**config.mk**
```make
export PLATFORM = sky130hd
export DESIGN_NAME = coin_session_relay_timer_unit
export DESIGN_NICKNAME = d
export VERILOG_FILES = /design/src/hw/rtl/csrt_pkg.sv /design/src/hw/rtl/coin_session_relay_timer_unit.sv
export SDC_FILE = /design/constraint.sdc
export NUM_CORES = 1
export LEC_CHECK = 0
export ABC_AREA = 1
export BUFFER_PORTS_ARGS = -buffer_cell sky130_fd_sc_hd__clkbuf_2
export CORE_UTILIZATION = 40
export CTS_CLUSTER_DIAMETER = 120
export DETAILED_ROUTE_END_ITERATION = 6
export GPL_ROUTABILITY_DRIVEN = 0
export HOLD_SLACK_MARGIN = 0.02
export SLEW_MARGIN = 10
export SYNTH_ARGS = -nofsm -noshare
export SYNTH_HDL_FRONTEND = slang
export SYNTH_SLANG_ARGS = --single-unit
```
**constraint.sdc**
```tcl
create_clock -name i_clk -period 14.25 [get_ports i_clk]
set_input_delay 0 -clock i_clk [delete_from_list [all_inputs] [get_ports i_clk]]
set_output_delay 0 -clock i_clk [all_outputs]
set_load 0.005 [all_outputs]
```
**src/hw/rtl/csrt_pkg.sv**
```systemverilog
// Package for the coin session relay timer: item types, request codes,
// configuration register indexes, widths and reset values. No dependencies.

package csrt_pkg;

    // Relay test request codes carried in each item.
    localparam logic [1:0] REQ_NONE   = 2'd0;
    localparam logic [1:0] REQ_START  = 2'd1;
    localparam logic [1:0] REQ_CANCEL = 2'd2;

    // Configuration register indexes.
    localparam int CFG_INDEX_WIDTH = 3;
    localparam logic [CFG_INDEX_WIDTH-1:0] CFG_RELAY_ACTIVE_LOW  = 3'd0;
    localparam logic [CFG_INDEX_WIDTH-1:0] CFG_P1_COIN_HIGH      = 3'd1;
    localparam logic [CFG_INDEX_WIDTH-1:0] CFG_P2_COIN_HIGH      = 3'd2;
    localparam logic [CFG_INDEX_WIDTH-1:0] CFG_INACTIVITY_TIMEOUT = 3'd3;
    localparam logic [CFG_INDEX_WIDTH-1:0] CFG_TEST_PULSE        = 3'd4;

    // Configuration widths and reset values.
    localparam int CFG_DATA_WIDTH  = 32;
    localparam int PULSE_WIDTH     = 31;
    localparam logic [31:0] TIMEOUT_RESET = 32'd180000;
    localparam logic [PULSE_WIDTH-1:0] PULSE_RESET = 31'd1000;

    // One input item: a tick with time, pin levels and test requests.
    typedef struct packed {
        logic [31:0] now_ms;
        logic        p1_coin_raw;
        logic        p2_coin_raw;
        logic        p1_trigger_raw;
        logic        p2_trigger_raw;
        logic [1:0]  p1_test_req;
        logic [1:0]  p2_test_req;
    } t_tick_in;

    // One result item: relay and session status after the tick.
    typedef struct packed {
        logic p1_relay_level;
        logic p2_relay_level;
        logic p1_relay_energized;
        logic p2_relay_energized;
        logic p1_session_active;
        logic p2_session_active;
    } t_tick_out;

endpackage

```
**src/hw/rtl/coin_session_relay_timer_unit.sv**
```systemverilog
// Top level of the coin session relay timer: per-player session, test window
// and relay control. Depends on csrt_pkg.
//
//  Channel   Direction  Handshake                  Payload
//  in        input      i_in_valid / o_in_stall    i_in_item  (t_tick_in)
//  out       output     o_out_valid / i_out_stall  o_out_item (t_tick_out)
//  cfg       input      i_cfg_we                   i_cfg_index, i_cfg_wdata
//
// An item passes through the input register and then the result register.
// One item is accepted every cycle while the output side takes results;
// the single combinational pass for both players between the two registers
// sets that figure. A stall on the output holds the result and then backs
// up into the input register. Synchronous active-low reset clears sessions,
// windows and valid flags and restores the register defaults.

module coin_session_relay_timer_unit
    import csrt_pkg::*;
#(
    parameter int TIME_WIDTH = 32
) (
    input  logic                       i_clk,
    input  logic                       i_rst_n,
    input  logic                       i_in_valid,
    output logic                       o_in_stall,
    input  t_tick_in                   i_in_item,
    output logic                       o_out_valid,
    input  logic                       i_out_stall,
    output t_tick_out                  o_out_item,
    input  logic                       i_cfg_we,
    input  logic [CFG_INDEX_WIDTH-1:0] i_cfg_index,
    input  logic [CFG_DATA_WIDTH-1:0]  i_cfg_wdata
);

    localparam int W  = TIME_WIDTH;
    localparam int CW = (W > 32) ? W : 32;
    localparam logic [W-1:0] HALF_M1 = {1'b0, {(W-1){1'b1}}};

    // Configuration registers.
    logic                   r_relay_active_low;
    logic [1:0]             r_coin_high;
    logic [31:0]            r_timeout;
    logic [PULSE_WIDTH-1:0] r_pulse;

    // Pipeline registers.
    logic      r_in_vld;
    t_tick_in  r_in;
    logic      r_out_vld;
    t_tick_out r_out;

    // Per-player state.
    logic         r_active [2];
    logic [W-1:0] r_last   [2];
    logic [W-1:0] r_until  [2];
    logic         r_tvalid [2];

    // Next values from the single pass.
    logic         n_active [2];
    logic [W-1:0] n_last   [2];
    logic [W-1:0] n_until  [2];
    logic         n_tvalid [2];
    logic         n_relay  [2];

    logic         w_accept;
    logic         w_adv;
    logic [W-1:0] w_now;
    logic [W-1:0] w_pulse_sat;
    logic         w_coin_raw [2];
    logic         w_trig_raw [2];
    logic [1:0]   w_req      [2];

    // Handshake: the input register moves on when the result register is free.
    assign w_adv      = r_in_vld && (!r_out_vld || !i_out_stall);
    assign o_in_stall = r_in_vld && !w_adv;
    assign w_accept   = i_in_valid && !o_in_stall;

    assign o_out_valid = r_out_vld;
    assign o_out_item  = r_out;

    // Time of the tick, taken modulo the time range.
    assign w_now = W'(r_in.now_ms);

    // Test pulse length, saturated below half the time range.
    generate
        if (W > PULSE_WIDTH) begin : g_pulse_wide
            assign w_pulse_sat = W'(r_pulse);
        end else begin : g_pulse_narrow
            assign w_pulse_sat = (r_pulse > PULSE_WIDTH'(HALF_M1)) ? HALF_M1 : W'(r_pulse);
        end
    endgenerate

    // Per-player pin fields in player order.
    assign w_coin_raw[0] = r_in.p1_coin_raw;
    assign w_coin_raw[1] = r_in.p2_coin_raw;
    assign w_trig_raw[0] = r_in.p1_trigger_raw;
    assign w_trig_raw[1] = r_in.p2_trigger_raw;
    assign w_req[0]      = r_in.p1_test_req;
    assign w_req[1]      = r_in.p2_test_req;

    // Session, test window and relay logic of one player.
    genvar g;
    generate
        for (g = 0; g < 2; g++) begin : g_player
            logic         w_coin;
            logic         w_trig;
            logic         w_valid_a;
            logic         w_active_a;
            logic [W-1:0] w_last_a;
            logic [W-1:0] w_last_b;
            logic [W-1:0] w_dist;
            logic         w_pending;
            logic [W-1:0] w_idle;
            logic         w_timed_out;
            logic [W-1:0] n_until_p;
            logic         n_tvalid_p;
            logic         n_active_p;
            logic [W-1:0] n_last_p;
            logic         n_relay_p;

            assign w_coin = r_coin_high[g] ? w_coin_raw[g] : !w_coin_raw[g];
            assign w_trig = !w_trig_raw[g];

            // A request is applied before the relay logic of the same tick.
            always_comb begin
                n_until_p = r_until[g];
                w_valid_a = r_tvalid[g];
                case (w_req[g])
                    REQ_START: begin
                        n_until_p = w_now + w_pulse_sat;
                        w_valid_a = 1'b1;
                    end
                    REQ_CANCEL: begin
                        w_valid_a = 1'b0;
                    end
                    default: begin
                    end
                endcase
            end

            // A coin opens the session and marks activity.
            assign w_active_a = r_active[g] || w_coin;
            assign w_last_a   = w_coin ? w_now : r_last[g];

            // The window is pending while its end lies ahead by under half a range.
            assign w_dist    = n_until_p - w_now;
            assign w_pending = w_valid_a && (w_dist != '0) && !w_dist[W-1];

            // A pressed trigger refreshes activity; idle time checks the timeout.
            assign w_last_b    = w_trig ? w_now : w_last_a;
            assign w_idle      = w_now - w_last_b;
            assign w_timed_out = CW'(w_idle) > CW'(r_timeout);

            always_comb begin
                n_tvalid_p = w_pending;
                n_active_p = w_active_a;
                n_last_p   = w_last_a;
                n_relay_p  = 1'b0;
                if (w_pending) begin
                    n_relay_p = 1'b1;
                end else if (w_active_a) begin
                    n_last_p  = w_last_b;
                    n_relay_p = w_trig;
                    if (w_timed_out) begin
                        n_active_p = 1'b0;
                        n_relay_p  = 1'b0;
                    end
                end
            end

            assign n_until[g]  = n_until_p;
            assign n_tvalid[g] = n_tvalid_p;
            assign n_active[g] = n_active_p;
            assign n_last[g]   = n_last_p;
            assign n_relay[g]  = n_relay_p;
        end
    endgenerate

    // Configuration writes.
    always_ff @(posedge i_clk) begin
        if (!i_rst_n) begin
            r_relay_active_low <= 1'b0;
            r_coin_high        <= 2'b00;
            r_timeout          <= TIMEOUT_RESET;
            r_pulse            <= PULSE_RESET;
        end else if (i_cfg_we) begin
            case (i_cfg_index)
                CFG_RELAY_ACTIVE_LOW:   r_relay_active_low <= i_cfg_wdata[0];
                CFG_P1_COIN_HIGH:       r_coin_high[0]     <= i_cfg_wdata[0];
                CFG_P2_COIN_HIGH:       r_coin_high[1]     <= i_cfg_wdata[0];
                CFG_INACTIVITY_TIMEOUT: r_timeout          <= i_cfg_wdata;
                CFG_TEST_PULSE:         r_pulse            <= i_cfg_wdata[PULSE_WIDTH-1:0];
                default: begin
                end
            endcase
        end
    end

    // Valid flags of the input and result registers.
    always_ff @(posedge i_clk) begin
        if (!i_rst_n) begin
            r_in_vld  <= 1'b0;
            r_out_vld <= 1'b0;
        end else begin
            r_in_vld  <= w_accept || (r_in_vld && !w_adv);
            r_out_vld <= w_adv || (r_out_vld && i_out_stall);
        end
    end

    // Input item register.
    always_ff @(posedge i_clk) begin
        if (w_accept) begin
            r_in <= i_in_item;
        end
    end

    // Result item register.
    always_ff @(posedge i_clk) begin
        if (w_adv) begin
            r_out.p1_relay_level     <= n_relay[0] ^ r_relay_active_low;
            r_out.p2_relay_level     <= n_relay[1] ^ r_relay_active_low;
            r_out.p1_relay_energized <= n_relay[0];
            r_out.p2_relay_energized <= n_relay[1];
            r_out.p1_session_active  <= n_active[0];
            r_out.p2_session_active  <= n_active[1];
        end
    end

    // Player state commits when the item moves into the result register.
    always_ff @(posedge i_clk) begin
        if (!i_rst_n) begin
            for (int p = 0; p < 2; p++) begin
                r_active[p] <= 1'b0;
                r_last[p]   <= '0;
                r_until[p]  <= '0;
                r_tvalid[p] <= 1'b0;
            end
        end else if (w_adv) begin
            for (int p = 0; p < 2; p++) begin
                r_active[p] <= n_active[p];
                r_last[p]   <= n_last[p];
                r_until[p]  <= n_until[p];
                r_tvalid[p] <= n_tvalid[p];
            end
        end
    end

endmodule

```
==> metrics.csv, run 1 <==
stage,metric,value,unit
sta,Fmax achieved,156,MHz
final_layout,fill count,5888,
drt,WL met3,5400,um
min_path,Hold Path Depth,2,
sta,Final period util,45.0,%
drt,vias per std cell,5.40,
cts,Inserted Clock Buffers,29,
synth,"flops & latches, synth",246,
synth,Syn Inst Count,3387,
cts,Root Driver,clkbuf_16,
drt,wl on met1,34300,um
drt,drt total wl,75800,um
sta,RSZ-0062 raised after global routing,false,
sta,Min Hold Slack,0.123,ns
synth,"Avg Cell Area, Syn",6.76,sq um
grt,first-pass GRT wire length,118000,um
synth,synth warn,0,
worst_setup_path,startpoint types,register,
cts,post-cts sizing count,0,
outcome,status,"complete, but fails checks",
cts,CTS HTree Levels,1,
synth,syn nets,3693,
worst_setup_path,cell depth of the worst flop-to-flop path,30,
min_path,Hold/Removal Path Class,primary input to register,
pwr,Int Pwr,1.66,mW
sta,Worst Clk Skew,0.0203,ns
worst_setup_path,flop2flop setup slack,7.83,ns
die,number of placement rows,87,
drt,DR pass1 iterations,7,
cts,worst skew pair latency,0.59,ns
worst_setup_path,Crit. End Element,register,
sta,post-route minimum period,6.42,ns
grt,largest net degree at the start of global routing,70,
synth,Netlist Area Pre-Place,22900,sq um
sta,Setup TNS,0,ns
worst_setup_path,"Top cell by count, worst path",nand2_1,
drt,Vias,23100,
outcome,failing checks,design-rule violations,
pwr,Pwr Total,2.69,mW
final_layout,layout cells sized above 1,6.13,%
sta,Final Hold Vio Count,0,
die,core area,56500,sq um
drt,number of remaining DRC errors,2,
sta,Slew Limit Fails,0,
grt,antenna violations before repair,0,
worst_setup_path,CP max stage delay,0.75,ns
pwr,switching part of the total,38.3,%
final_layout,Layout area overhead,12.6,%
job,MaxCap Viol Count,0,
final_layout,antenna cells,0,
cts,CTS tree,built,
worst_setup_path,Max Fanout on Critical Path,66,
drt,max layer used,met4,
die,initial core utilization,40.5,%
die,IO Count,88,
grt,Global Route Usage Sum,26.0,%
placed_design,input/output buffers,87,
worst_setup_path,Arrival @ worst endpoint,6.80,ns
pwr,VDD IR max,104,uV
cts,"Clk pin slew, worst setup/hold paths",0.07,ns
final_layout,nets@finish,3804,
pwr,sequential share of power,31.7,%
worst_setup_path,CP Class,register to register,
drt,met2 WL,34000,um
die,Die Width,241,um
die,chip height,241,um
pwr,clock power share,30.4,%
sta,Worst slew margin,30.0,%
drt,DRT iter0 DRCs,2041,
pwr,Power Dens Cells,104,nW/um^2
pwr,Combinational Power Share,37.9,%
synth,post-synthesis sequential area ratio,29.3,%
die,DIE AREA,58200,sq um
pwr,Leak,11.9,nW
grt,GRT overflow,0,
cts,clk sinks,246,
drt,WL per Instance,17.7,um
placed_design,Final HPWL DP,56400,um
synth,Synth cell types,47,
sta,Final setup viols,0,
drt,ANT nets after route,0,
sta,Slew @ Worst Pin,1.05,ns
pwr,NetSw,1.03,mW
worst_setup_path,WP data required,14.64,ns
cts,CTS Buffer Depth,3,
worst_setup_path,CP max stage cell,edfxtp_1,
grt,vias in the first global route,21400,
## power by group through the flow
stage	registers [mW]	clock network, mW	logic [mW]
3_3_place_gp	0.866	0	0.983
4_1_cts	0.851	0.831	1.01
3_5_place_dp	0.866	0	0.985
5_1_grt	0.856	0.857	1.16
6_report	0.852	0.818	1.02
2_1_floorplan	0.858	0	0.744
## state kept, by name, summed over array words and instances, names as in the netlist
register / cells
r_timeout: 32
r_last: 64
w_now: 32
r_pulse: 31
o_out_item: 6
r_relay_active_low: 1
o_out_valid: 1
r_coin_high: 2
r_in: 8
r_tvalid: 2
r_active: 2
r_until: 64
r_in_vld: 1
## area by class of cell
| type | instances | area [sq um] | area share, % |
|---|---|---|---|
| multi-input combinational | 2687 | 14400 | 55.7 |
| timing repair buffer | 193 | 1440 | 5.60 |
| clock inverter | 15 | 168 | 0.650 |
| clock buffer | 39 | 867 | 3.36 |
| sequential | 246 | 6710 | 26.0 |
| inverter | 341 | 1280 | 4.97 |
| tap | 756 | 946 | 3.67 |
## what timing repair did
item	CTS	global route
hold buffers	85	0
endpoints found under the hold margin	108	0
setup buffers	0	0
## cells by family after synthesis
kind of cell	after synthesis	share of synthesized area [%]
AOI/OAI and AO/OA	772	17.8
xor gates and xnor gates	91	3.48
adders and majority gates	226	12.5
buffers and inverters	454	8.15
DFF	246	29.3
and+or+nand+nor	1598	28.8
## per-stage QoR
step | utilization, % | cell area, sq um | setup slack (ns) | std cells
6_report | 45.6 | 25800 | 7.83 | 4277
5_1_grt | 45.6 | 25800 | 7.23 | 4277
4_1_cts | 45.6 | 25800 | 7.85 | 4277
3_5_place_dp | 42.3 | 23900 | 7.85 | 4138
3_3_place_gp | 42.3 | 23900 | 7.92 | 4138
2_1_floorplan | - | 22900 | 3.76 | 3387
## critical path, delay by kind of cell (launching register included)
family	cells	cell delay, ns
buffers and inverters	4	1.04
adder cells (fa/ha/maj)	2	0.77
flip-flops	1	0.75
AO/OA/AOI/OAI	5	1.10
AND/OR/NAND/NOR	18	2.31
XOR/XNOR	1	0.20
## cells in the mapped netlist (all sizes together)
cell    count  area [sq um]
edfxtp    178          5350
o221a       1          11.3
a221oi      2          17.5
o41ai       1          8.76
o211ai      7          52.6
ha        221          2770
nor3       37           200
nand3     196          1000
inv       337          1260
o21ai     342          1710
a211oi      3          22.5
xnor2      34           298
o31ai       1          7.51
nor4       10          62.6
o21bai     15           116
xor2       57           499
nand2     965          3630
nand3b     15           113
buf        44           325
nand4      38           238
dfxtp      68          1360
nor2      316          1210
a31oi      13          81.3
o31a        1          8.76
a21oi     358          1810
o221ai      2          17.5
a21boi     11          82.6
clkinv      4          15.0
or2        19           119
o21a        6          45.0
fa          5           100
clkbuf     69           259
and2        2          12.5
a21o        9          67.6
## per-layer routing
layer | up-vias | GRT usage [%]
li1 | 11600 | -
met1 | 10500 | 36.1
met2 | 834 | 42.2
met3 | 131 | 2.83
met4 | 0 | 7.58
met5 | - | 0
## placed cells by master (no fill, tap or decap), types with 13 or more instances in the layout
master	Yosys	layout
a21oi_1	352	352
a31oi_1	13	13
buf_4	3	21
clkbuf_16	0	32
clkbuf_2	0	87
dfxtp_1	68	68
dlygate4sd3_1	0	85
edfxtp_1	178	178
ha_1	221	221
inv_1	332	331
nand2_1	961	960
nand3_1	192	192
nand3b_1	15	15
nand4_1	38	38
nor2_1	310	308
nor3_1	34	33
o21ai_0	337	336
o21bai_1	14	14
or2_2	19	19
xnor2_1	34	32
xor2_1	57	57
## final timing paths
path,from,end
worst max-delay path,w_now[1]$_DFFE_PP_,r_tvalid[0][1]$_SDFFCE_PN0P_
worst min-delay path,i_in_item[15],w_now[7]$_DFFE_PP_
worst max register to register,w_now[1]$_DFFE_PP_,r_tvalid[0][1]$_SDFFCE_PN0P_
worst min register to register,r_pulse[17]$_SDFFE_PN0P_,r_pulse[17]$_SDFFE_PN0P_
No activity file was read; power rests on OpenSTA's default activity.
==> run 2, diff against run 1 <==
==> constraint.sdc (replaced) <==
create_clock -name i_clk -period 6.05 [get_ports i_clk]
set_input_delay 0 -clock i_clk [delete_from_list [all_inputs] [get_ports i_clk]]
set_output_delay 0 -clock i_clk [all_outputs]
set_load 0.005 [all_outputs]
==> run 2 against run 1 <==
Net effect:
- largest power group unchanged
- global-route usage hardly changed
- the flow now finishes without violations
- fmax is 14% higher
- wire length is 0.48% lower
- sequential share of layout area is 0.24 points lower
- worst setup slack worse by 7.4 ns
- critical path depth is 1 lower
- clock power is 120% higher
- worst hold slack worse by 0.031 ns
==> metrics.csv, run 2 (synthesis results as in run 1) <==
stage,metric,value,unit,change
final_layout,"commonest non-fill, non-tap cell in the layout",nand2_1,,
drt,Vias,23000,,-0.42%
cts,worst skew pair latency,0.61,ns,+0.02 ns
drt,DR pass1 iterations,6,,-1
worst_setup_path,cell depth of the worst flop-to-flop path,29,,-3.3%
placed_design,Final HPWL DP,58000,um,+2.8%
final_layout,Reg area,6710,sq um,unchanged
worst_setup_path,Arrival @ worst endpoint,6.00,ns,-0.80 ns
sta,RSZ-0062 raised after global routing,false,,
worst_setup_path,FF-to-FF Start,w_now[3]$_DFFE_PP_,,
die,DIE AREA,58200,sq um,unchanged
worst_setup_path,CP Class,register to register,,
worst_setup_path,FF-to-FF End,o_out_item[4]$_DFFE_PP_,,
worst_setup_path,CP max stage cell,edfxtp_1,,
cts,Inserted Clock Buffers,29,,unchanged
cts,CTS HTree Levels,1,,unchanged
die,number of placement rows,87,,unchanged
final_layout,area of the multi-input gates,14400,sq um,+0.21%
placed_design,input/output buffers,87,,unchanged
worst_setup_path,CP max stage delay,0.60,ns,-0.15 ns
grt,largest net degree at the start of global routing,69,,-1.4%
drt,WL met3,5150,um,-4.6%
sta,Fmax achieved,178,MHz,+14%
final_layout,antenna cells,0,,unchanged
cts,Root Driver,clkbuf_16,,
die,chip height,241,um,unchanged
sta,Worst slew margin,32.2,%,+2.2 points
drt,number of remaining DRC errors,0,,-2
cts,CTS tree,built,,
final_layout,"Core Util, Final",46.0,%,+0.42 points
sta,Setup TNS,0,ns,unchanged
drt,wl on met1,34700,um,+1.1%
drt,drt total wl,75400,um,-0.48%
final_layout,Largest regs,"r_last (64), r_until (64)",,
min_path,WHS Endpoint,r_pulse[10]$_SDFFE_PN0P_,,
cts,CTS Buffer Depth,3,,unchanged
worst_setup_path,WP data required,6.42,ns,-8.22 ns
drt,met2 WL,34000,um,+0.19%
sta,Slew Limit Fails,0,,unchanged
grt,Global Route Usage Sum,25.9,%,-0.034 points
sta,Worst Clk Skew,0.0351,ns,+0.0148 ns
final_layout,fill count,5814,,-1.3%
pwr,Leak,12.1,nW,+1.1%
min_path,Hold/Removal Path Class,primary input to register,,
worst_setup_path,Crit. End Element,register,,
final_layout,layout cells sized above 1,6.93,%,+0.79 points
drt,WL per Instance,17.5,um,-1.2%
grt,vias in the first global route,21400,,-0.061%
pwr,Power Dens Cells,239,nW/um^2,+130%
worst_setup_path,Max Fanout on Critical Path,6,,-91%
worst_setup_path,flop2flop setup slack,0.42,ns,-7.41 ns
drt,max layer used,met4,,
worst_setup_path,startpoint types,register,,
job,MaxCap Viol Count,0,,unchanged
sta,Final setup viols,0,,unchanged
worst_setup_path,"Top cell by count, worst path",nand2_1,,
worst_setup_path,Crit path max-delay family,compound AO/OA/AOI/OAI gates,,
die,core area,56500,sq um,unchanged
cts,clk sinks,246,,unchanged
grt,first-pass GRT wire length,118000,um,+0.19%
final_layout,nets@finish,3835,,+0.81%
final_layout,Layout area overhead,13.7,%,
sta,Final Hold Vio Count,0,,unchanged
min_path,Hold Path Origin,i_rst_n,,
cts,"Clk pin slew, worst setup/hold paths",0.07,ns,about the same
die,initial core utilization,40.5,%,unchanged
grt,GRT overflow,0,,unchanged
sta,post-route minimum period,5.63,ns,-0.789 ns
worst_setup_path,Critical path buffers and inverters,3,,-1
die,IO Count,88,,unchanged
sta,Final period util,93.0,%,+48 points
drt,vias per std cell,5.34,,-1.1%
final_layout,most frequent cells in the layout,"nand2_1, a21oi_1, o21ai_0",,
die,Die Width,241,um,unchanged
drt,ANT nets after route,0,,unchanged
drt,DRT iter0 DRCs,1820,,-11%
grt,antenna violations before repair,0,,unchanged
min_path,Hold Path Depth,3,,+1
pwr,VDD IR max,232,uV,+120%
outcome,status,"finished, final reports clean",,
sta,Slew @ Worst Pin,1.02,ns,-0.0339 ns
==> run 2: cell count changes in the layout (fill, tap and decap cells not counted), moves of 2 or more <==
cell / before / now
buf_12: 0 / 4
buf_4: 21 / 45
a21boi_0: 8 / 6
a21oi_1: 352 / 350
o21ai_1: 5 / 8
dlygate4sd3_1: 85 / 87
a21oi_2: 6 / 8
bufinv_16: 3 / 0
o21ai_0: 336 / 333
clkbuf_1: 3 / 6
==> run 2: worst max-delay path by stage <==
| stage | start | to | slack, ns | cells past startpoint |
|---|---|---|---|---|
| floorplan | r_in[7]$_DFFE_PP_ | o_out_item[5]$_DFFE_PP_ | 1.30 | 29 |
| global placement | r_in[7]$_DFFE_PP_ | o_out_item[5]$_DFFE_PP_ | 0.15 | 27 |
| detailed placement | r_in[7]$_DFFE_PP_ | o_out_item[5]$_DFFE_PP_ | 0.09 | 27 |
| CTS | r_in[7]$_DFFE_PP_ | o_out_item[5]$_DFFE_PP_ | 0.07 | 27 |
| global route | r_in[7]$_DFFE_PP_ | o_out_item[5]$_DFFE_PP_ | 0.03 | 29 |
| finish | w_now[3]$_DFFE_PP_ | o_out_item[4]$_DFFE_PP_ | 0.42 | 29 |
==> run 2: routing by layer <==
metal / global-route usage [%] / vias to the layer above
met5: 0 / -
met4: 6.33 / 0
met3: 2.85 / 92
met2: 41.9 / 762
met1: 36.7 / 10400
li1: - / 11700
==> run 2: area by class of cell <==
class | instances | area share, %
Clock buffer | 41 | 3.28
Clock inverter | 13 | 0.366
Inverter | 341 | 4.92
Multi-Input combinational cell | 2687 | 55.3
Sequential cell | 246 | 25.8
Tap cell | 756 | 3.64
Timing Repair Buffer | 224 | 6.67
==> run 2: tightest hold or removal path, stage by stage <==
cell and delay [ns]:
clkbuf_2 0.40, o21ai_0 0.21, nor2_1 0.05
==> run 2: what timing repair did <==
item	in CTS	in global routing
hold buffers	87	0
setup buffers	0	7
resized for setup	0	12
endpoints found under the hold margin	108	0
setup endpoints to repair	0	18
==> run 2: power by group <==
group | total [mW] | internal, mW | switching (mW)
clock | 1.77 | 0.991 | 0.781
sequential | 2.00 | 1.93 | 0.0717
combinational | 2.45 | 0.881 | 1.57
total | 6.22 | 3.80 | 2.42
==> run 2: metrics by stage <==
| stage | cells | hold slack (ns) | power [mW] | setup slack (ns) | instance area [sq um] |
|---|---|---|---|---|---|
| floorplan | 3387 | 0.0989 | 3.76 | 1.30 | 22900 |
| global placement | 4160 | 0.177 | 4.38 | 0.152 | 24100 |
| detailed placement | 4160 | 0.179 | 4.39 | 0.0890 | 24100 |
| CTS | 4301 | 0.0722 | 6.21 | 0.0684 | 25900 |
| global route | 4308 | 0.0833 | 6.63 | 0.0345 | 26000 |
| finish | 4308 | 0.0920 | 6.22 | 0.423 | 26000 |
